$ cat src/hw/rtl/ard_ek_pkg.sv
package ard_ek_pkg;

    localparam int NCOMP       = 4;
    localparam int DIM_DEFAULT = 4;
    localparam int XW          = 32;
    localparam int DW          = 33;
    localparam int INVW        = 24;
    localparam int SVW         = 32;
    localparam int IDXW        = 3;
    localparam int CFGW        = 32;
    localparam int SELW        = 2;

    localparam logic [IDXW-1:0] REG_INV_SCALE_0     = 3'd0;
    localparam logic [IDXW-1:0] REG_INV_SCALE_1     = 3'd1;
    localparam logic [IDXW-1:0] REG_INV_SCALE_2     = 3'd2;
    localparam logic [IDXW-1:0] REG_INV_SCALE_3     = 3'd3;
    localparam logic [IDXW-1:0] REG_SIGNAL_VARIANCE = 3'd4;
    localparam logic [IDXW-1:0] REG_ANGLE_INDEX     = 3'd5;
    localparam logic [IDXW-1:0] REG_WRAP_ENABLE     = 3'd6;

    localparam logic [INVW-1:0] INV_RESET = 24'd65536;
    localparam logic [SVW-1:0]  SV_RESET  = 32'd65536;

    localparam int TW          = 34;
    localparam int RMW         = 25;
    localparam int WRAP_STEPS  = 9;
    localparam longint ANGLE_HALF = 64'd180 * 64'd65536;
    localparam longint ANGLE_FULL = 64'd360 * 64'd65536;
    localparam longint WRAP_BIAS  = 64'd183 * ANGLE_FULL;

    localparam int PW          = 57;
    localparam int SW          = 23;
    localparam logic [SW-1:0] S_CLAMP = 23'd4194304;
    localparam int SQW         = 46;
    localparam int QW          = 48;
    localparam int ZW          = 24;
    localparam int SQRT_STAGES = 12;

    localparam int SERIES_TERMS = 12;
    localparam int FAR_LIMIT    = 23;
    localparam int TERMW        = 33;
    localparam int ACCW         = 35;
    localparam int NW           = 5;
    localparam int FRW          = 16;
    localparam int EW           = 33;
    localparam logic [30:0] EXP_NEG1 = 31'd1580030169;

    typedef logic [NCOMP-1:0][DW-1:0] lanes_t;

endpackage

$ cat src/hw/rtl/ard_ek_sqrt.sv
module ard_ek_sqrt (
    input  logic                        aclk,
    input  logic                        aresetn,
    input  logic                        en,
    input  logic                        in_valid,
    input  logic [ard_ek_pkg::QW-1:0]   in_q,
    output logic                        out_valid,
    output logic [ard_ek_pkg::ZW-1:0]   out_z
);

    localparam int QW = ard_ek_pkg::QW;
    localparam int ZW = ard_ek_pkg::ZW;
    localparam int RW = 28;
    localparam int NS = ard_ek_pkg::SQRT_STAGES;

    typedef struct packed {
        logic          valid;
        logic [QW-1:0] q;
        logic [RW-1:0] rem;
        logic [ZW-1:0] root;
    } sst_t;

    sst_t st_reg [NS+1];

    always_ff @(posedge aclk) begin
        if (!aresetn) begin
            st_reg[0].valid <= 1'b0;
        end else if (en) begin
            st_reg[0].valid <= in_valid;
            st_reg[0].q     <= in_q;
            st_reg[0].rem   <= '0;
            st_reg[0].root  <= '0;
        end
    end

    for (genvar g = 1; g <= NS; g++) begin : g_stage
        localparam int BH = 2 * (NS - g) + 1;
        localparam int BL = BH - 1;
        sst_t st_next;
        logic [RW-1:0] rem_a, rem_b, trial_a, trial_b;
        logic [ZW-1:0] root_a;
        always_comb begin
            st_next = st_reg[g-1];
            rem_a   = {st_reg[g-1].rem[RW-3:0], st_reg[g-1].q[2*BH+1], st_reg[g-1].q[2*BH]};
            trial_a = {2'b00, st_reg[g-1].root, 2'b01};
            if (rem_a >= trial_a) begin
                rem_a  = rem_a - trial_a;
                root_a = {st_reg[g-1].root[ZW-2:0], 1'b1};
            end else begin
                root_a = {st_reg[g-1].root[ZW-2:0], 1'b0};
            end
            rem_b   = {rem_a[RW-3:0], st_reg[g-1].q[2*BL+1], st_reg[g-1].q[2*BL]};
            trial_b = {2'b00, root_a, 2'b01};
            if (rem_b >= trial_b) begin
                st_next.rem  = rem_b - trial_b;
                st_next.root = {root_a[ZW-2:0], 1'b1};
            end else begin
                st_next.rem  = rem_b;
                st_next.root = {root_a[ZW-2:0], 1'b0};
            end
        end
        always_ff @(posedge aclk) begin
            if (!aresetn) begin
                st_reg[g].valid <= 1'b0;
            end else if (en) begin
                st_reg[g] <= st_next;
            end
        end
    end

    assign out_valid = st_reg[NS].valid;
    assign out_z     = st_reg[NS].root;

endmodule

$ cat config.mk
export PLATFORM = sky130hd
export DESIGN_NAME = ard_ek_sqrt
export DESIGN_NICKNAME = d
export VERILOG_FILES = /design/src/hw/rtl/ard_ek_pkg.sv /design/src/hw/rtl/ard_ek_sqrt.sv
export SDC_FILE = /design/constraint.sdc
export NUM_CORES = 2
export LEC_CHECK = 0
export BUFFER_PORTS_ARGS = -buffer_cell sky130_fd_sc_hd__buf_2
export CORE_ASPECT_RATIO = 1.25
export CORE_MARGIN = 4
export CORE_UTILIZATION = 60
export CTS_CLUSTER_DIAMETER = 50
export DETAILED_ROUTE_END_ITERATION = 12
export MAX_ROUTING_LAYER = met4
export PLACE_DENSITY = 0.77
export SYNTH_ARGS = -nofsm -noshare
export SYNTH_HDL_FRONTEND = slang
export SYNTH_SLANG_ARGS = --single-unit
export TNS_END_PERCENT = 10
$ cat constraint.sdc
create_clock -name aclk -period 25.1 [get_ports aclk]
set_clock_uncertainty 0.05 [all_clocks]
set_input_delay 1.255 -clock aclk [delete_from_list [all_inputs] [get_ports aclk]]
set_output_delay 1.255 -clock aclk [all_outputs]
set_load 0.01 [all_outputs]
======== Word level (Yosys, flattened, before mapping) ========
Memories as Yosys holds them, arrays and structs flattened.
Index checks and enable logic that the tools add are counted.
word-level totals
  flip-flop bits (word level) ............. 0
  bits in writable memories ............... 1313
  bits of input ports ..................... 52
  output and inout port bits .............. 25
  logic and storage cells ................. 115
  memories ................................ 1
memories
  memory  depth  bits a word  rd ports  clocked after memory_dff  write ports  line               source
  st_reg  13     101          13        0                         13           ard_ek_sqrt.sv:23  sst_t st_reg [NS+1];
cells by class
  add/sub/neg operators ................... 24
  magnitude comparators ................... 24
  muxes and demuxes ....................... 53
  bitwise gates (word level) .............. 13
operators by type and width
  operator          count
  $ge A28 B26 Y1    24
  $mux W52          12
  $sub A28 B26 Y28  12
  $mux W26          12
  $sub A26 B26 Y26  12
  $mux W1           29
  $or A1 B1 Y1      13

======== Logic depth before layout (Yosys ltp) ========
An unclocked memory read counts as a cell.
  depth after elaboration ................. 5
  depth in mapped cells ................... 26

======== Worst setup path after synthesis ========
No wires, ideal clock.
  path type ............................... input to register
  start ................................... input aresetn
  end ..................................... memory st_reg[0][101] (netlist name), enable pin
  setup time .............................. 1205 ps
  arrival ................................. 18159 ps
  required time ........................... 23845 ps
  setup slack ............................. 5686 ps
  cell stages on the path ................. 2
  path buffers ............................ 1
  path through ............................ clkbuf_1 and2_1
RTL lines
  element             line               source
  start: declaration  ard_ek_sqrt.sv:3   input logic aresetn,
  end: declaration    ard_ek_sqrt.sv:23

==> flow_summary_export.csv <==
group,metric,value,unit
synthesis,synthDistinctLibCells,96,
cts,cts.path.max_buffers,3,
route,initialDrtViolationCount,2478,
route,drc,0,
cells_and_area,layout-drive-gt1-share,7.17,%
timing,post-route-period-util,30.1,%
synthesis,synth-seq-cells,752,
placement,numPortBuffers,76,
route,vias,34600,
synthesis,synthCells,4467,
cts,numClockSinks,752,
synthesis,synth_edf_count,751,
power,p_clk_share,33.8,%
worst_setup_path,cp.required,25440,ps
timing,finalSetupViolCount,0,
cts,cts_tree,"yes",
cts,cts_buffers,86,
worst_hold_path,hold_path_class,"reg2reg",
global_route,grt_overflow_total,0,
route,antenna_left,0,
global_route,grt_pass1_wl,177,mm
synthesis,synth_area,46500,µm²
die,initial_utilization,60.8,%
power,p_leak,19.8,nW
global_route,track_usage,27.6,%
power,p_switching,0.00117,W
global_route,grt_pass1_vias,33600,
cells_and_area,final_util,66.6,%
global_route,gr-usage-met1,30.6,%
timing,slew_viol_final,0,
cells_and_area,num-nets-final,4915,
placement,place_congestion,0.980,
worst_setup_path,crit_start,"st_reg[2][13]",
die,fp.dieW,257,µm
cells_and_area,layout_commonest_cell,"edfxtp_1",
global_route,busiest_layer,"met2",
worst_setup_path,max_stage_delay,840,ps
timing,final_hold_viol_count,0,
worst_setup_path,crit_buf_inv,3,
synthesis,async_flop_share,0,%
global_route,use_met3,3.20,%
placement,dp.cells,5488,
synthesis,syn_avg_cell_area,10.4,µm²
power,p_int,0.00262,W
timing,period_minus_slack,7550,ps
timing,setup-tns-final,0,ps
power,cellPowerDensity,74.4,nW/µm²
die,die_area,82100,µm²
worst_setup_path,path_delay_family,"simple AND/OR/NAND/NOR gates",
cts,cts_hold_buf,0,
power,ir_worst_vdd,0.0654,mV
route,wirelength,112,mm
placement,hpwl,85.4,mm
worst_setup_path,path_class,"reg2reg",
global_route,grt_max_degree,202,
global_route,grt_use_met2,48.2,%
power,combPwrFrac,24.7,%
die,io_pins,77,
synthesis,synthFlopType,"edfxtp_1",
synthesis,yosysSeqAreaShare,48.5,%
route,routed_via_density,6.13,
die,die_h,319,µm
run,maxCapViolations,0,
cts,cts.repair.resized,0,
die,core-area,76500,µm²
worst_setup_path,arrival,7890,ps
worst_setup_path,reg2reg_from,"st_reg[2][13]",
cts,clkTransAtPathRegs,60,ps
power,p_seq_share,41.5,%
cells_and_area,area_growth,9.46,%
worst_setup_path,worstPathCellList,"inv_1 > ha_1 > nand4_1 > nor4_1 > a21oi_1 > and2_1 > nand2_1 > clkinv_1 > o41ai_1 > ha_1 > nand3_1 > nor4_1 > a2111oi_0 > nor4bb_1 > o211a_2 > inv_1 > mux2_2",
timing,max_slew_margin,18.1,%
die,num_rows,113,
cts,clockRootBuffer,"clkbuf_16",
cts,clock_latency,660,ps
global_route,antenna_found_initial,0,
worst_setup_path,cp_max_fo,25,
timing,clock.fmax,133,MHz
timing,rsz0062_at_grt,"false",
worst_hold_path,hp-start,"st_reg[1][75]",
cts,cts_htree_levels,3,
cts,postCtsSetupBuffers,0,
cells_and_area,layout_common_cells,"edfxtp_1, nand2_1, nor2_1, a21oi_1, ha_1",
route,wl_per_cell,19.9,µm
cells_and_area,largest_reg_flops,752,
worst_setup_path,cp_slowest_cell,"o41ai_1",
worst_setup_path,worstSetupStartpointType,"flop",
run_status,status,"complete, no violations",
power,p_sw_share,30.8,%
synthesis,ys_warn_count,0,
cells_and_area,stdcell_count,5651,
route,drt_pass1_iterations,7,
timing,tightest_slew,1200,ps
worst_setup_path,worstSetupEndpointType,"flop",
[routing by layer]
layer	share of wire, %	up-vias
met5	0	-
met4	6.7	0
met3	4.4	406
met2	51	1045
met1	38	16400
li1	-	16800
[path summary, 6_finish.rpt]
| path | cells after the start | slack (ps) | end |
|---|---|---|---|
| max | 17 | 17550 | st_reg[2][139] |
| min | 0 | 350 | st_reg[1][176] |
| max reg2reg | 17 | 17550 | st_reg[2][139] |
| min reg2reg | 0 | 350 | st_reg[1][176] |
[power by group through the flow]
stage | clock [W] | sequential (W) | combinational [W]
floorplan | 0 | 0.00160 | 0.000717
global placement | 0 | 0.00160 | 0.000909
detailed placement | 0 | 0.00160 | 0.000918
CTS | 0.00131 | 0.00157 | 0.000924
global route | 0.00137 | 0.00158 | 0.00104
finish | 0.00128 | 0.00157 | 0.000934
[layout make-up]
| cell class | count | area, µm² |
|---|---|---|
| sequential | 752 | 22600 |
| inverter | 268 | 1010 |
| clock buffer | 93 | 2180 |
| timing repair buffer | 92 | 526 |
| antenna | 1 | 2.50 |
| clock inverter | 69 | 786 |
| fill | 5994 | 25600 |
| tap | 1035 | 1290 |
| multi-input combinational | 3341 | 22600 |
[through the flow]
stage               area (µm²)  setup slack, ps  power, W  hold WS (ps)
floorplan                46500             5690   0.00232           350
global placement         48000            17890   0.00251           350
detailed placement       48000            17660   0.00252           355
CTS                      50900            17670   0.00380           348
global route             50900            16980   0.00399           370
finish                   50900            17550   0.00379           349
[synth_stat cells (14+ instances only)]
master | count | share of area, %
nor3b_1 | 19 | 0.31
a211oi_1 | 36 | 0.58
xor2_1 | 149 | 2.8
nand4_1 | 55 | 0.74
and2_1 | 33 | 0.44
inv_1 | 259 | 2.1
buf_2 | 21 | 0.23
mux2_2 | 31 | 0.75
o21bai_1 | 27 | 0.44
or3_1 | 41 | 0.55
or4_1 | 34 | 0.55
o21ai_0 | 254 | 2.7
o31ai_1 | 33 | 0.53
nand3b_1 | 15 | 0.24
nor3_1 | 108 | 1.2
clkbuf_1 | 73 | 0.59
o211ai_1 | 18 | 0.29
mux2i_1 | 21 | 0.45
a21oi_1 | 324 | 3.5
and3_1 | 50 | 0.67
ha_1 | 322 | 8.7
a21o_1 | 136 | 2.2
edfxtp_1 | 751 | 48
nand2b_1 | 56 | 0.75
or2_2 | 25 | 0.34
o21a_1 | 57 | 0.92
and4_1 | 16 | 0.30
nand3_1 | 106 | 1.1
nand2_1 | 383 | 3.1
xnor2_1 | 259 | 4.9
nor2_1 | 365 | 2.9
a211o_1 | 14 | 0.26
nor2b_1 | 36 | 0.48
nor4_1 | 56 | 0.75
a31oi_1 | 29 | 0.39
o31a_1 | 19 | 0.36
[logic make-up after synthesis]
kind of cell / synth area share (%)
AO/OA/AOI/OAI: 15.3
XOR/XNOR: 7.68
adder cells (fa/ha/maj): 8.68
buffers and inverters: 3.10
flip-flops: 48.5
multiplexers: 1.20
other: 0.00806
AND/OR/NAND/NOR: 15.5
[worst register-to-register path, stage by stage, from the launching register on]
cell and delay [ps]:
edfxtp_1 350, inv_1 70, ha_1 410, nand4_1 220, nor4_1 560, a21oi_1 190, and2_1 220, nand2_1 660
clkinv_1 760, o41ai_1 850, ha_1 410, nand3_1 230, nor4_1 130, a2111oi_0 470, nor4bb_1 420, o211a_2 580
inv_1 370, mux2_2 370
(Power assumes the default switching activity.)
