File: config.mk
export PLATFORM = sky130hd
export DESIGN_NAME = ard_ek_wrap
export DESIGN_NICKNAME = d
export VERILOG_FILES = /design/src/hw/rtl/ard_ek_pkg.sv /design/src/hw/rtl/ard_ek_wrap.sv
export SDC_FILE = /design/constraint.sdc
export NUM_CORES = 1
export LEC_CHECK = 0
export BUFFER_PORTS_ARGS = -buffer_cell sky130_fd_sc_hd__buf_2
export CORE_MARGIN = 4
export CORE_UTILIZATION = 65
export DETAILED_ROUTE_END_ITERATION = 10
export GPL_TIMING_DRIVEN = 0
export HOLD_SLACK_MARGIN = 0.12
export PLACE_DENSITY = 0.84
export SLEW_MARGIN = 40
export SYNTH_ARGS = -nofsm -noshare
export SYNTH_HDL_FRONTEND = slang
export SYNTH_SLANG_ARGS = --single-unit
File: constraint.sdc
create_clock -name aclk -period 118.6 [get_ports aclk]
set_input_delay 11.86 -clock aclk [delete_from_list [all_inputs] [get_ports aclk]]
set_output_delay 11.86 -clock aclk [all_outputs]
set_load 0.005 [all_outputs]
File: src/hw/rtl/ard_ek_pkg.sv
package ard_ek_pkg;

    localparam int NCOMP       = 4;
    localparam int DIM_DEFAULT = 4;
    localparam int XW          = 32;
    localparam int DW          = 33;
    localparam int INVW        = 24;
    localparam int SVW         = 32;
    localparam int IDXW        = 3;
    localparam int CFGW        = 32;
    localparam int SELW        = 2;

    localparam logic [IDXW-1:0] REG_INV_SCALE_0     = 3'd0;
    localparam logic [IDXW-1:0] REG_INV_SCALE_1     = 3'd1;
    localparam logic [IDXW-1:0] REG_INV_SCALE_2     = 3'd2;
    localparam logic [IDXW-1:0] REG_INV_SCALE_3     = 3'd3;
    localparam logic [IDXW-1:0] REG_SIGNAL_VARIANCE = 3'd4;
    localparam logic [IDXW-1:0] REG_ANGLE_INDEX     = 3'd5;
    localparam logic [IDXW-1:0] REG_WRAP_ENABLE     = 3'd6;

    localparam logic [INVW-1:0] INV_RESET = 24'd65536;
    localparam logic [SVW-1:0]  SV_RESET  = 32'd65536;

    localparam int TW          = 34;
    localparam int RMW         = 25;
    localparam int WRAP_STEPS  = 9;
    localparam longint ANGLE_HALF = 64'd180 * 64'd65536;
    localparam longint ANGLE_FULL = 64'd360 * 64'd65536;
    localparam longint WRAP_BIAS  = 64'd183 * ANGLE_FULL;

    localparam int PW          = 57;
    localparam int SW          = 23;
    localparam logic [SW-1:0] S_CLAMP = 23'd4194304;
    localparam int SQW         = 46;
    localparam int QW          = 48;
    localparam int ZW          = 24;
    localparam int SQRT_STAGES = 12;

    localparam int SERIES_TERMS = 12;
    localparam int FAR_LIMIT    = 23;
    localparam int TERMW        = 33;
    localparam int ACCW         = 35;
    localparam int NW           = 5;
    localparam int FRW          = 16;
    localparam int EW           = 33;
    localparam logic [30:0] EXP_NEG1 = 31'd1580030169;

    typedef logic [NCOMP-1:0][DW-1:0] lanes_t;

endpackage

File: src/hw/rtl/ard_ek_wrap.sv
module ard_ek_wrap (
    input  logic                            aclk,
    input  logic                            aresetn,
    input  logic                            en,
    input  logic                            in_valid,
    input  ard_ek_pkg::lanes_t              in_lanes,
    input  logic [ard_ek_pkg::SELW-1:0]     in_sel,
    input  logic                            in_on,
    output logic                            out_valid,
    output ard_ek_pkg::lanes_t              out_lanes
);

    localparam int TW    = ard_ek_pkg::TW;
    localparam int DW    = ard_ek_pkg::DW;
    localparam int NSTEP = ard_ek_pkg::WRAP_STEPS;

    typedef struct packed {
        logic                            valid;
        ard_ek_pkg::lanes_t              lanes;
        logic [ard_ek_pkg::SELW-1:0]     sel;
        logic                            on;
        logic [TW-1:0]                   t;
    } wst_t;

    wst_t st_reg [NSTEP+1];
    wst_t st0_next;
    logic signed [TW:0] t_wide;

    always_comb begin
        t_wide = $signed({{(TW+1-DW){in_lanes[in_sel][DW-1]}}, in_lanes[in_sel]})
               + $signed((TW+1)'(ard_ek_pkg::ANGLE_HALF + ard_ek_pkg::WRAP_BIAS));
        st0_next.valid = in_valid;
        st0_next.lanes = in_lanes;
        st0_next.sel   = in_sel;
        st0_next.on    = in_on;
        st0_next.t     = t_wide[TW-1:0];
    end

    always_ff @(posedge aclk) begin
        if (!aresetn) begin
            st_reg[0].valid <= 1'b0;
        end else if (en) begin
            st_reg[0] <= st0_next;
        end
    end

    for (genvar j = 1; j <= NSTEP; j++) begin : g_step
        localparam logic [TW-1:0] SUB = TW'(ard_ek_pkg::ANGLE_FULL) << (NSTEP - j);
        wst_t st_next;
        always_comb begin
            st_next = st_reg[j-1];
            if (st_reg[j-1].t >= SUB) begin
                st_next.t = st_reg[j-1].t - SUB;
            end
        end
        always_ff @(posedge aclk) begin
            if (!aresetn) begin
                st_reg[j].valid <= 1'b0;
            end else if (en) begin
                st_reg[j] <= st_next;
            end
        end
    end

    logic               out_valid_reg;
    ard_ek_pkg::lanes_t out_lanes_reg;
    ard_ek_pkg::lanes_t out_lanes_next;

    always_comb begin
        out_lanes_next = st_reg[NSTEP].lanes;
        if (st_reg[NSTEP].on) begin
            out_lanes_next[st_reg[NSTEP].sel] =
                DW'(st_reg[NSTEP].t[ard_ek_pkg::RMW-1:0]) - DW'(ard_ek_pkg::ANGLE_HALF);
        end
    end

    always_ff @(posedge aclk) begin
        if (!aresetn) begin
            out_valid_reg <= 1'b0;
        end else if (en) begin
            out_valid_reg <= st_reg[NSTEP].valid;
            out_lanes_reg <= out_lanes_next;
        end
    end

    assign out_valid = out_valid_reg;
    assign out_lanes = out_lanes_reg;

endmodule

# Yosys cells after proc, flatten, opt, wreduce, memory -nomap -nowiden
# Memory sizes are Yosys's and may differ from the RTL's.
# Cells that the tools add are included.
[classes]
add_sub_neg = 11
magnitude_cmp = 12
n_mux = 29
n_bitwise = 10
n_reduce_logical = 2
[ops]
columns = ["op", "count"]
rows = [
  ["$mux W34", 9],
  ["$bwmux W132", 1],
  ["$mux W132", 1],
  ["$bmux W33 S2", 1],
  ["$demux W33 S2", 1],
  ["$mux W33", 2],
  ["$add A33 B34 Y34 const B", 1],
  ["$ge A34 B25 Y1 const B", 1],
  ["$ge A34 B26 Y1 const B", 1],
  ["$ge A34 B27 Y1 const B", 1],
  ["$ge A34 B28 Y1 const B", 1],
  ["$ge A34 B29 Y1 const B", 1],
  ["$ge A34 B30 Y1 const B", 1],
  ["$ge A34 B31 Y1 const B", 1],
  ["$ge A34 B32 Y1 const B", 1],
  ["$ge A34 B33 Y1 const B", 1],
  ["$sub A34 B25 Y34 const B", 1],
  ["$sub A34 B26 Y34 const B", 1],
  ["$sub A34 B27 Y34 const B", 1],
  ["$sub A34 B28 Y34 const B", 1],
  ["$sub A34 B29 Y34 const B", 1],
  ["$sub A34 B30 Y34 const B", 1],
  ["$sub A34 B31 Y34 const B", 1],
  ["$sub A34 B32 Y34 const B", 1],
  ["other kinds (8)", 31],
]
[word_totals]
regBits = 133
ramBits = 1700
output_inout_bits = 133
memories = 1
[memory_table]
columns = ["memory", "words", "word_bits", "read_ports", "rd_ports_with_merged_regs", "wr", "line", "rtl"]
rows = [
  ["st_reg", 10, 170, 10, 0, 10, "ard_ek_wrap.sv:25", "wst_t st_reg [NSTEP+1];"],
]

# Logic depth before layout (Yosys ltp)
# Gate-level depths: netlist of the first run.
# An unclocked memory read counts as a cell.
[logic_depth]
depth_word = 7
depth_mapped = 10
mapped_depth_nobuf = 9

# Worst setup path after synthesis of the first run
# No wires, ideal clock.
[synth_timing]
path_type = "input to register"
start = "input aresetn"
end = "register out_lanes_reg (netlist bit out_lanes[0]), enable pin"
setup_time_ns = 2.440
arrival_ns = 52.895
setup_slack_ns = 63.265
stages = 2
path_buffers = 1
path_cell_list = "clkbuf_1 and2_1"
[synth_between]
elab_chain_len = 1
[synth_rtl]
columns = ["item", "line", "rtl"]
rows = [
  ["start: declaration", "ard_ek_wrap.sv:3", "input logic aresetn,"],
  ["$reduce_and A2 Y1 (no line)", "--", ""],
  ["end signal: assignment", "ard_ek_wrap.sv:82", "out_lanes_reg <= out_lanes_next;"],
  ["end: declaration", "ard_ek_wrap.sv:66", "ard_ek_pkg::lanes_t out_lanes_reg;"],
]
# No other way between the ends.
# A chain may end at the register's enable or synchronous reset.

==> summary by stage, run 1 <==
Drt
Using the TritonRoute via totals, the vias-per-cell ratio works out to 5.87. For this run, design rule violations remaining after detail routing come to 0. The iteration count of the initial detailed-routing pass is 5.

The average wire per cell in the routed design is 26.2 um. Wires add up to 112 mm. In this run the remaining antenna-violating nets after routing total 0. For this block, the via count after detailed routing is 25096. The detailed router finished its first iteration with approximately 3000 violations.

Power
VDD sags by at most 0.0197 mV. In this run the power density over the cells is ~19 nW/um2. The net switching power is 0.000268 W.

Cell internal power was estimated by the tool at 0.00104 W. Of the total power, combinational logic draws 3.0%. In this run, the clock network consumes 39.7% of the power. The static leakage power is between 20 and 25 nW. Sequential cells account for 57.3% of the total power. The fraction of power spent switching nets is 20.5%.

GRT
The first global-routing pass estimated 165 mm of wire. The initial antenna violation count is 14. Entering global routing, the biggest net connects between 50 and 60 pins. The number of global-route vias before repair came to 26314. After global routing the overflow that remains totals 0. In the global route stage, overall resource usage came out at between 20% and 30%.

Placement
The wire-length estimate of the detail-placed layout is just over 60 mm. In this run the tool buffered the top-level ports with approximately 270 buffer cells. The routability congestion estimate from global placement is approximately 0.86.

Clock tree
The clock drives ~1800 sinks. Once the clock tree was built, the resizer swapped 0 gates to a different size. The longest clock path from root to sink contains 3 buffers. The CTS H-tree depth is 4. The clock latency at the later pin of the worst-skew pair is 0.76 ns. In this run the clock root is driven by a sky130_fd_sc_hd__clkbuf_16. Clock-pin slew was measured on the worst setup and hold paths at about 0.06 ns. The TritonCTS clock tree is done. Hold repair after CTS inserted 0 buffers. After clock tree synthesis, the setup repair step added 0 buffers. The CTS buffer count is 165.

Critical path
The required time of the critical path is 119.04 ns. The critical path is of the input pin to flip-flop type. The startpoint class of the critical path is an input pin.

The data arrival time of the critical path is 15.81 ns. The worst setup path is captured at a flip-flop. In this run the worst path has a maximum fanout of 50.

Run
The tool flagged a number of max-cap violations equal to 0.

Finish
The count of nets after finishing is about 3100. Cells fill between 70% and 80% of the core in the end. The register with the most flip-flops in the layout has ~1700 of them. The area added between synthesis and finish is 15.0%. The number of fill cells in the layout is 4320. The post-route netlist has 21.7% of its cells at a drive strength greater than 1.

Worst hold path
In this run the worst hold path is classified as flip-flop to flip-flop.

Synthesis
Among all flip-flop cells after synthesis, the most frequent one is sky130_fd_sc_hd__edfxtp_1. The cell area that synthesis handed to floorplanning was roughly 60000 um2. The synthesized design contains roughly 1800 enable-type register cells. The average instance area after synthesis is 24.1 um2. The Yosys step of the flow raised 0 warnings. The number of synthesized register bits is ~1800. The fraction of registers with async set/reset is 0%. The sequential area share after synthesis is approximately 90%.

The net count after synthesis is 2629. Synthesis handed over a netlist of roughly 2500 instances. The distinct cell type count of the synthesized netlist is 53.

Floorplanning
The overall die height is 311 um. The number of top-level pins is 272. The die extent in x is roughly 310 um. The die covers 96700 um2. The initial utilization of the core area, before any placement, comes to around two thirds. The number of rows in the core area is 110. The placeable core region is approximately 91000 um2.

Timing
Setup repair after global routing left no endpoint under its margin. The minimum hold slack is 0.394 ns. Setup violations remaining at the end of the flow were counted as 0. The total negative slack for setup checks is 0 ns. The final-report max-slew violation count is 0. The worst path in the final design needs a cycle of 15.36 ns, including I/O delays and setup. The number of hold violations in the final report came to 0.

The final critical-path share of the clock period is 13.0%. The max-slew headroom at the worst pin is 45.9%. At the pin with the least slew margin, the transition time is 0.803 ns. For this run, the top clock speed supported by timing is between 60 and 70 MHz. The setup skew after layout is 0.0368 ns.

Run status
The flow ran to the end, and the final reports show no timing, DRC or antenna violations.
## power groups by stage
| stage | Combinational, W | Clock, W | Sequential (W) |
|---|---|---|---|
| finish | 0.0000390 | 0.000519 | 0.000750 |
| floorplan | 0.0000200 | 0 | 0.000811 |
| CTS | 0.0000388 | 0.000528 | 0.000750 |
| detailed placement | 0.0000370 | 0 | 0.000762 |
| global route | 0.0000414 | 0.000560 | 0.000751 |
| global placement | 0.0000308 | 0 | 0.000825 |
## final timing paths
path                                startpoint             end  cells after the start  slack, ns
worst min register to register  st_reg[3][125]  st_reg[3][295]                      0       0.39
worst min-delay path            st_reg[3][125]  st_reg[3][295]                      0       0.39
worst max-delay path                        en  st_reg[0][116]                     13     103.24
worst max register to register  st_reg[2][193]   st_reg[3][32]                      8     115.42
## area by class of cell
cell class / instances / area, um2 / share of cell area (%)
buffer: 29 / 138 / 0.200
clock buffer: 210 / 4430 / 6.46
clock inverter: 98 / 846 / 1.23
timing repair buffer: 313 / 2200 / 3.21
inverter: 30 / 113 / 0.164
multi-input combinational: 592 / 4680 / 6.82
sequential: 1824 / 54800 / 79.8
tap: 1176 / 1470 / 2.14
antenna: 4 / 10.0 / 0.0146
## per-layer routing
metal | share of wire, % | GRT usage, % | vias to the layer above
met3 | 6.7 | 4.76 | 284
met2 | 53 | 40.9 | 1248
met5 | 0.049 | 0 | -
li1 | - | - | 10876
met1 | 36 | 28.3 | 12680
met4 | 4.1 | 10.2 | 8
## synthesized netlist by cell type, types with 15 or more instances
cell                       count  area share, %
sky130_fd_sc_hd__xnor2_1      50           0.73
sky130_fd_sc_hd__a21o_1       35           0.44
sky130_fd_sc_hd__xor2_1       34           0.50
sky130_fd_sc_hd__nand2_1      76           0.48
sky130_fd_sc_hd__mux4_2       33            1.2
sky130_fd_sc_hd__inv_1        30           0.19
sky130_fd_sc_hd__o21ai_0      50           0.42
sky130_fd_sc_hd__nor2_1       58           0.36
sky130_fd_sc_hd__nor4_1       18           0.19
sky130_fd_sc_hd__nor3_1       15           0.13
sky130_fd_sc_hd__mux2_2       72            1.4
sky130_fd_sc_hd__ha_1         15           0.31
sky130_fd_sc_hd__edfxtp_1   1822             92
## kinds of logic (layout without fill, tap and decap cells)
logic type	after synthesis	count (layout)	synth area share, %
xor gates and xnor gates	84	84	1.23
and+or+nand+nor	254	254	2.18
other	0	4	0
muxes	114	114	2.76
buffers and inverters	59	680	0.398
DFF	1824	1824	91.8
adders and majority gates	15	15	0.315
AOI/OAI and AO/OA	125	125	1.36
## per-stage QoR
stage,instances,cell area [um2],setup slack (ns),total power [W]
after floorplan,2475,59700,63.26,0.000831
after global placement,3922,62500,53.76,0.000856
after detailed placement,3964,63400,102.52,0.000799
after CTS,4272,68600,103.30,0.00132
after global routing,4276,68700,102.99,0.00135
final,4276,68700,103.24,0.00131
## placed cells by master, fill, tap and decap left out, types with 41 or more instances in the layout
| cell type | n |
|---|---|
| sky130_fd_sc_hd__o21ai_0 | 49 |
| sky130_fd_sc_hd__nand2_1 | 76 |
| sky130_fd_sc_hd__nor2_1 | 58 |
| sky130_fd_sc_hd__buf_12 | 41 |
| sky130_fd_sc_hd__xnor2_1 | 50 |
| sky130_fd_sc_hd__clkinv_1 | 44 |
| sky130_fd_sc_hd__mux2_2 | 72 |
| sky130_fd_sc_hd__buf_2 | 286 |
| sky130_fd_sc_hd__clkbuf_1 | 47 |
| sky130_fd_sc_hd__clkbuf_16 | 169 |
| sky130_fd_sc_hd__edfxtp_1 | 1822 |
## worst max-delay path, stage by stage
cell                       delay, ns
sky130_fd_sc_hd__buf_2          0.13
sky130_fd_sc_hd__clkbuf_1       0.28
sky130_fd_sc_hd__and2_4         0.43
sky130_fd_sc_hd__buf_12         0.32
sky130_fd_sc_hd__buf_12         0.29
sky130_fd_sc_hd__buf_12         0.30
sky130_fd_sc_hd__buf_12         0.27
sky130_fd_sc_hd__buf_12         0.28
sky130_fd_sc_hd__buf_12         0.29
sky130_fd_sc_hd__buf_12         0.31
sky130_fd_sc_hd__buf_12         0.29
sky130_fd_sc_hd__buf_12         0.29
sky130_fd_sc_hd__buf_12         0.30
(Power assumes the default switching activity.)
==> run 2, diff against run 1 <==
Settings changed: CORE_UTILIZATION 65 to 54, PLACE_DENSITY 0.84 to 0.74.
Clock period 118.6 ns to 13.2 ns, I/O delays scaled along.
==> run 2 against run 1 <==
Setup slack lost 95 ns; sequential cell count unchanged; power grew to 9.0 times the previous value; clock-buffer cell count is 1 lower; sequential share of layout area down 0.75 points; die area increased by 20%; clock power grew to 9.1 times the previous value; critical endpoint is now st_reg[2][321]; worst hold slack better by 0.0010 ns; first-iteration DRC count is 33% lower; critical path depth is 1 higher; cell area is 0.95% higher.
==> summary by stage, run 2 (synthesis results as in run 1) <==
GRT
The remaining global-route overflow is 0. The initial antenna violation count was 9. The pin count of the biggest net entering global routing is 51. The number of global-route vias before repair was 24107. For this run, the total global-route usage over all layers was measured as 16.1%. The first global-routing pass estimated 141 mm of wire.

Clock tree
The clock latency at the later pin of the worst-skew pair is 0.75 ns. Clock-pin slew was measured on the worst setup and hold paths at around 0.06 ns. The master cell of the clock root buffer is sky130_fd_sc_hd__clkbuf_16. The post-CTS repair timing setup buffer count is 0. The TritonCTS clock tree is done. The hold buffer count at CTS is 0. Clock tree synthesis found a total of approximately 1800 sinks.

The maximum clock insertion buffer count is 3. CTS built an H-tree with a depth of 4. The number of cells upsized or downsized after cts is 0. Clock tree synthesis inserted a total of 169 buffers.

Floorplanning
The number of rows in the core area is 121. The number of top-level pins is between 200 and 300. The die area is 116000 um2. The placeable core region is 109000 um2. The initial cell density of the core is 54.6%. Measured along the x axis, the die boundary spans approximately 340 um. Measured along the y axis, the die boundary spans 340 um.

Finish
After filler insertion, the fill cell instance count of the layout stands at 7102. The footprint of the multi-input gates is 4690 um2. The commonest non-fill, non-tap cell in the layout is sky130_fd_sc_hd__edfxtp_1.

Registers take between 50000 and 60000 um2. The final cell count without fillers is ~4600. The register with the most flip-flops in the layout has 1691 of them. At the end of the flow the core is filled with cells to 63.4%. The ratio of cells with drive above 1 in the final layout is between 20 and 25%.

In the layout the commonest cells are sky130_fd_sc_hd__edfxtp_1, sky130_fd_sc_hd__buf_2, sky130_fd_sc_hd__clkbuf_16, sky130_fd_sc_hd__nand2_1, sky130_fd_sc_hd__mux2_2. In the final design database the tool counted 3115 nets. From synthesis to final layout, the design area changed by 16.1%.

Drt
In the routed design, unresolved DRC markers number 0. The detail route stage leaves a number of antenna-violating nets equal to 0. After detailed routing, the number of vias per cell comes to 5.12. The routed wire length is 93.3 mm.

The average wire per cell in the routed design is 20.4 um. The routed via count is 23458. The pre-antenna-repair detailed-routing pass consisted of 7 iterations. After the first detailed-routing iteration, the DRC count stood at between 1500 and 2000.

Critical path
In this run the worst path has a maximum fanout of 50. Traced cell by cell, the critical path runs through buf_2 > clkbuf_8 > and2_4 > buf_12 > buf_12 > buf_12 > buf_12 > buf_12 > buf_12 > buf_12 > buf_12 > buf_12 > buf_12 > buf_12. Broken down by cell family, the worst path's largest delay share belongs to buffers and inverters.

Counting both buffers and inverters, the worst setup path holds a total of 13. The largest single stage delay on the critical path is 0.42 ns. STA classifies the critical path endpoint as a flip-flop. The startpoint class of the critical path is an input pin.

The data arrival time of the critical path is 5.25 ns. The dominant cell type by count on the critical path is sky130_fd_sc_hd__buf_12. Among all stages on the critical path, the largest delay is contributed by sky130_fd_sc_hd__and2_4. The worst register-to-register path has a setup slack of 10.38 ns. The critical path is of the input pin to flip-flop type.

The required time of the critical path is 13.64 ns.

Worst hold path
The type of the tightest min-delay check is flip-flop to flip-flop.

Timing
The max-slew headroom at the worst pin is 34.3%. The final critical-path share of the clock period is a little over a third. The setup skew after layout is 0.0289 ns. Based on the critical path, the design can be clocked at up to 208 MHz. Setup violations remaining at the end of the flow were counted as 0. The number of hold violations in the final report is 0.

On the final layout, the worst hold slack is 0.395 ns. The transition at the pin with the smallest max-transition slack is around 0.97 ns. The shortest period the worst path allows is 4.82 ns. Setup repair after global routing left no endpoint under its margin. The final-report max-slew violation count is 0.

Run status
The flow ran to the end, and the final reports show no timing, DRC or antenna violations.

Power
The cell area power density is 170 nW/um2. The static leakage power is between 20 and 25 nW. IR analysis of the VDD net gives a maximum drop of 0.118 mV.

Placement
Buffers placed on the I/O ports in this run total 271. Once placement completed, the tool counted placed cells totaling 4266. The congestion estimate from routability-driven global placement came to 0.832.

Summed over all nets, the half-perimeter wirelength after detailed placement is roughly 59 mm.

Run
Max-cap violations in this run came to 0.
-- run 2: cell types whose count changed in the layout (fill, tap and decap cells not counted), sizes merged --
cell / before / now
bufinv: 10 / 15
clkbuf: 223 / 222
clkinvlp: 2 / 8
diode: 4 / 6
buf: 329 / 331
clkinv: 79 / 68
inv: 37 / 38
-- run 2: through the flow --
step	TNS, ns	cell area, um2	total power (W)	setup WS [ns]
3_3_place_gp	-7719.31	62900	0.00727	-4.60
6_report	0	69300	0.0118	8.38
2_1_floorplan	-2117.36	59700	0.00711	-1.17
5_1_grt	0	69300	0.0122	8.12
4_1_cts	0	69300	0.0119	8.39
3_5_place_dp	0	63800	0.00717	7.59
-- run 2: worst reg2reg max path, cell delays in order (launching register included) --
cell	delay [ns]
sky130_fd_sc_hd__edfxtp_1	0.42
sky130_fd_sc_hd__inv_1	0.15
sky130_fd_sc_hd__ha_1	0.17
sky130_fd_sc_hd__nor4b_2	0.39
sky130_fd_sc_hd__nand4_1	0.30
sky130_fd_sc_hd__o21ai_0	0.34
sky130_fd_sc_hd__a41oi_1	0.38
sky130_fd_sc_hd__nor2_1	0.27
sky130_fd_sc_hd__xor2_1	0.23
-- run 2: final cells by class --
class                   instances  share of cell area [%]
diodes                          6                  0.0217
plain buffers                  29                   0.227
clock buffers                 209                    6.47
clock inverters                99                    1.41
inverters                      30                   0.162
multi-input cells             592                    6.77
flip-flops and latches       1824                    79.0
well taps                    1476                    2.66
repair buffers                315                    3.27
-- run 2: final timing paths --
path,to,from,depth (start not counted)
setup / recovery,st_reg[2][321],en,14
hold / removal,st_reg[3][61],st_reg[2][231],0
setup reg to reg,st_reg[1][30],st_reg[0][197],8
hold reg to reg,st_reg[3][61],st_reg[2][231],0
-- run 2: where the power goes --
part | internal [W] | leakage (nW) | total (W) | switching [W]
sequential | 0.00664 | 17.1 | 0.00672 | 0.0000845
clock | 0.00272 | 2.64 | 0.00473 | 0.00201
combinational | 0.000118 | 3.64 | 0.000331 | 0.000213
total | 0.00947 | 23.4 | 0.0118 | 0.00231
-- run 2: metal layers --
layer	share of wire (%)	global-route usage, %
met3	6.0	3.49
met2	51	27.3
met5	0	0
met4	2.8	5.72
met1	40	21.0
==> run 3, diff against run 2 <==
Settings changed: ABC_AREA set to 1.
Clock period 13.2 ns to 4.35 ns, I/O delays scaled along.
==> run 3 against run 2 <==
Final cell count increased by 17%; via count up 21%; die area rose by 1.5%; clock power grew to 3.0 times the previous value; sequential power grew to 3.0 times the previous value; combinational power increased to 4.1 times the previous value; routed wire length up 27%; register-to-register slack worse by 8.7 ns; critical path depth is 3 higher; power grew to 3.1 times the previous value; critical path type unchanged; largest power group unchanged.
==> summary by stage, run 3 <==
Critical path
The worst register-to-register path has a setup slack of 1.66 ns. The data arrival time of the critical path is 4.26 ns. The sort of element at the end of the critical path is a flip-flop. STA classifies the critical path startpoint as an input pin. The required time of the critical path is approximately 4.8 ns. The critical path starts at aresetn.

The launching point of the worst reg2reg path is st_reg[4][204]. The classification of the worst setup path is input pin to flip-flop. Along the worst path, the maximum fanout reaches 28.

Finish
The area of all placed cells without fillers is 72500 um2. At the end of the flow the core is filled with cells to 65.3%. The flip-flop count of the largest register after layout is around 1700. The area added between synthesis and finish is 19.7%.

After filler insertion, the fill cell instance count of the layout stands at around 6900. The commonest non-fill, non-tap cell in the layout is sky130_fd_sc_hd__edfxtp_1. The footprint of the multi-input gates is 4970 um2. The total area of sequential cells is 54800 um2.

Leaving out fill and tap cells, the most frequent cells in the layout are sky130_fd_sc_hd__edfxtp_1, sky130_fd_sc_hd__nand2_1, sky130_fd_sc_hd__buf_2, sky130_fd_sc_hd__clkbuf_16, sky130_fd_sc_hd__inv_1. The count of nets after finishing is 3894. The post-route netlist has 16.4% of its cells at a drive strength greater than 1.

Run
The tool flagged a number of max-cap violations equal to 0.

Drt
The first-iteration detailed-routing DRC count is about 3300. After detailed routing, the number of remaining DRC violations is 0. The routed via count divided by cell count is 5.27. The remaining antenna violation count after routing is 0. The first detailed-routing pass took 6 iterations. The routed wire length is 119 mm. Summing over every cut layer, the via total after detailed routing is 28315. After detailed routing, the average wire length per cell comes to 22.1 um.

Synthesis
Synthesis handed over a netlist of slightly above 3000 instances. The netlist area before placement is 60600 um2. The sequential area share after synthesis is approximately nine tenths. The most frequent cell after synthesis is sky130_fd_sc_hd__edfxtp_1. The fraction of registers with async set/reset is 0%. The distinct cell type count of the synthesized netlist is 38. The number of warnings issued by yosys is 0. Among all flip-flop cells after synthesis, the most frequent one is sky130_fd_sc_hd__edfxtp_1. In this run, synthesis inferred about 1800 flip-flops with an integrated enable. The largest area contributor in the synthesized netlist is sky130_fd_sc_hd__edfxtp_1. Ranked by instance count, the synthesized netlist is headed by sky130_fd_sc_hd__edfxtp_1, sky130_fd_sc_hd__nand2_1, sky130_fd_sc_hd__inv_1. The number of nets handed over by synthesis was 3234. Yosys attributes the largest share of cell area to sky130_fd_sc_hd__edfxtp_1, sky130_fd_sc_hd__nand2_1, sky130_fd_sc_hd__o21ai_0. The number of synthesized register bits is 1824. Each instance of the synthesized netlist takes up on average 19.7 um2. The share of the synthesized area in the top cell type is 90.3%.

Placement
Prior to clock tree synthesis, the placed netlist has a worst setup slack of 0.400 ns. Summed over all nets, the half-perimeter wirelength after detailed placement is 69.7 mm. The instance area at placement is 65800 um2. Buffers placed on the I/O ports in this run total 271. At the end of routability-driven placement, the weighted congestion stood at ~0.84.

GRT
The first global-routing pass estimated 176 mm of wire. Entering global routing, the biggest net connects 32 pins. The global router's overall resource usage is 20.3%. The number of global-route vias before repair is about 29000. The initial antenna violation count is 20. The remaining global-route overflow is 0.

Timing
Clock skew on the completed layout was measured at roughly 0.044 ns. Dividing the final minimum period by the clock period gives 86.6%. Derived from the worst setup path, the maximum achievable clock frequency is 265 MHz. The shortest period the worst path allows is 3.77 ns. The transition at the pin with the smallest max-transition slack is between 0.9 and 1 ns. The final-report max-slew violation count came to 0. The number of hold violations in the final report came to 0. Setup repair after global routing left no endpoint under its margin. The minimum hold slack is approximately 0.4 ns. The setup slack of the critical path after layout is approximately 0.58 ns.

In this run the tightest slew margin relative to its limit is between 30% and 40%. Setup total negative slack on the finished layout was measured at 0 ns. Setup violations remaining at the end of the flow were counted as 0.

Floorplanning
The die covers approximately 120000 um2. The placeable core region is 111000 um2. The floorplan step set the die width to 343 um. Pin placement for this block handled 272 I/O pins. The floorplan has 122 rows.

The initial cell density of the core is a little over half. In this run the vertical extent of the chip is 343 um.

Power
The static leakage power is 25.7 nW. The cell area power density is 497 nW/um2. Across the VDD grid, the largest voltage drop is 0.398 mV.

Worst hold path
The worst hold path startpoint is st_reg[3][231]. The min-delay analysis places its worst path in the category flip-flop to flip-flop.

Clock tree
The maximum clock insertion buffer count is 3. The clock latency at the later pin of the worst-skew pair is 0.77 ns. TritonCTS built the clock tree. The number of cells upsized or downsized after cts is 0. The H-tree generated during clock tree synthesis spans 4 levels. The clock net in this run drives a total of 1824 sinks. Clock-pin slew was measured on the worst setup and hold paths at 0.06 ns. The root buffer cell chosen for the clock tree is sky130_fd_sc_hd__clkbuf_16. Clock tree synthesis inserted a total of 168 buffers.

Run status
The flow ran to the end, and the final reports show no timing, DRC or antenna violations.
-- run 3: changes by cell type in the layout (fill, tap and decap cells not counted), moves of 66 or more --
cell                            delta
sky130_fd_sc_hd__mux2_2           -72
sky130_fd_sc_hd__inv_1           +132
sky130_fd_sc_hd__o21ai_0         +117
sky130_fd_sc_hd__dlygate4sd3_1   +140
sky130_fd_sc_hd__nand3_1          +66
sky130_fd_sc_hd__nand2_1         +389
sky130_fd_sc_hd__nor2_1           +72
-- run 3: final cells by class --
type / instances / area share [%]
diodes: 15 / 0.0518
plain buffers: 47 / 0.323
clock buffers: 209 / 6.07
clock inverters: 92 / 1.25
inverters: 169 / 0.880
multi-input cells: 1040 / 6.85
flip-flops and latches: 1824 / 75.5
well taps: 1488 / 2.57
repair buffers: 490 / 6.50
-- run 3: stage by stage --
step	total power [W]	cells
floorplan	0.0221	3080
global placement	0.0228	4839
detailed placement	0.0219	4918
CTS	0.0362	5359
global route	0.0373	5368
finish	0.0361	5374
-- run 3: logic make-up after synthesis --
| logic type | count (synthesis) | synth area share, % |
|---|---|---|
| DFF | 1824 | 90.4 |
| and+or+nand+nor | 740 | 5.02 |
| AOI/OAI and AO/OA | 219 | 1.90 |
| buffers and inverters | 216 | 1.41 |
| xor gates and xnor gates | 66 | 0.954 |
| adders and majority gates | 15 | 0.310 |
-- run 3: power breakdown --
part | internal, W | switching, W | total (W)
clock network | 0.00800 | 0.00631 | 0.0143
logic | 0.000505 | 0.000859 | 0.00136
registers | 0.0201 | 0.000265 | 0.0204
total | 0.0286 | 0.00743 | 0.0361
-- run 3: metal layers --
| layer | GRT usage, % | wire length (um) | up-vias | part of all wire [%] |
|---|---|---|---|---|
| met4 | 8.07 | 4490 | 2 | 3.8 |
| met5 | 0 | 7 | - | 0.0059 |
| li1 | - | - | 12841 | - |
| met1 | 26.3 | 46200 | 13872 | 39 |
| met2 | 34.0 | 59200 | 1296 | 50 |
| met3 | 4.36 | 8780 | 304 | 7.4 |
-- run 3: worst paths after layout --
| kind | cells after the start | endpoint |
|---|---|---|
| max | 17 | out_lanes[0] |
| min | 0 | st_reg[4][61] |
| max reg2reg | 7 | out_lanes[11] |
| min reg2reg | 0 | st_reg[4][61] |
-- run 3: critical path, stage by stage --
cell and delay, ns:
sky130_fd_sc_hd__dlygate4sd3_1 0.54, sky130_fd_sc_hd__buf_2 0.15, sky130_fd_sc_hd__nand2_4 0.12, sky130_fd_sc_hd__clkinvlp_4 0.47, sky130_fd_sc_hd__buf_16 0.37, sky130_fd_sc_hd__buf_16 0.19
sky130_fd_sc_hd__buf_16 0.18, sky130_fd_sc_hd__buf_16 0.17, sky130_fd_sc_hd__buf_16 0.17, sky130_fd_sc_hd__buf_16 0.16, sky130_fd_sc_hd__buf_12 0.18, sky130_fd_sc_hd__buf_16 0.18
sky130_fd_sc_hd__buf_16 0.18, sky130_fd_sc_hd__buf_16 0.17, sky130_fd_sc_hd__buf_16 0.17, sky130_fd_sc_hd__buf_12 0.18, sky130_fd_sc_hd__buf_16 0.18
-- run 3: timing repair --
item / CTS / global route
endpoints found under the hold margin: 154 / 0
setup buffers: 0 / 0
hold buffers: 140 / 0
setup endpoints to repair: 0 / 0
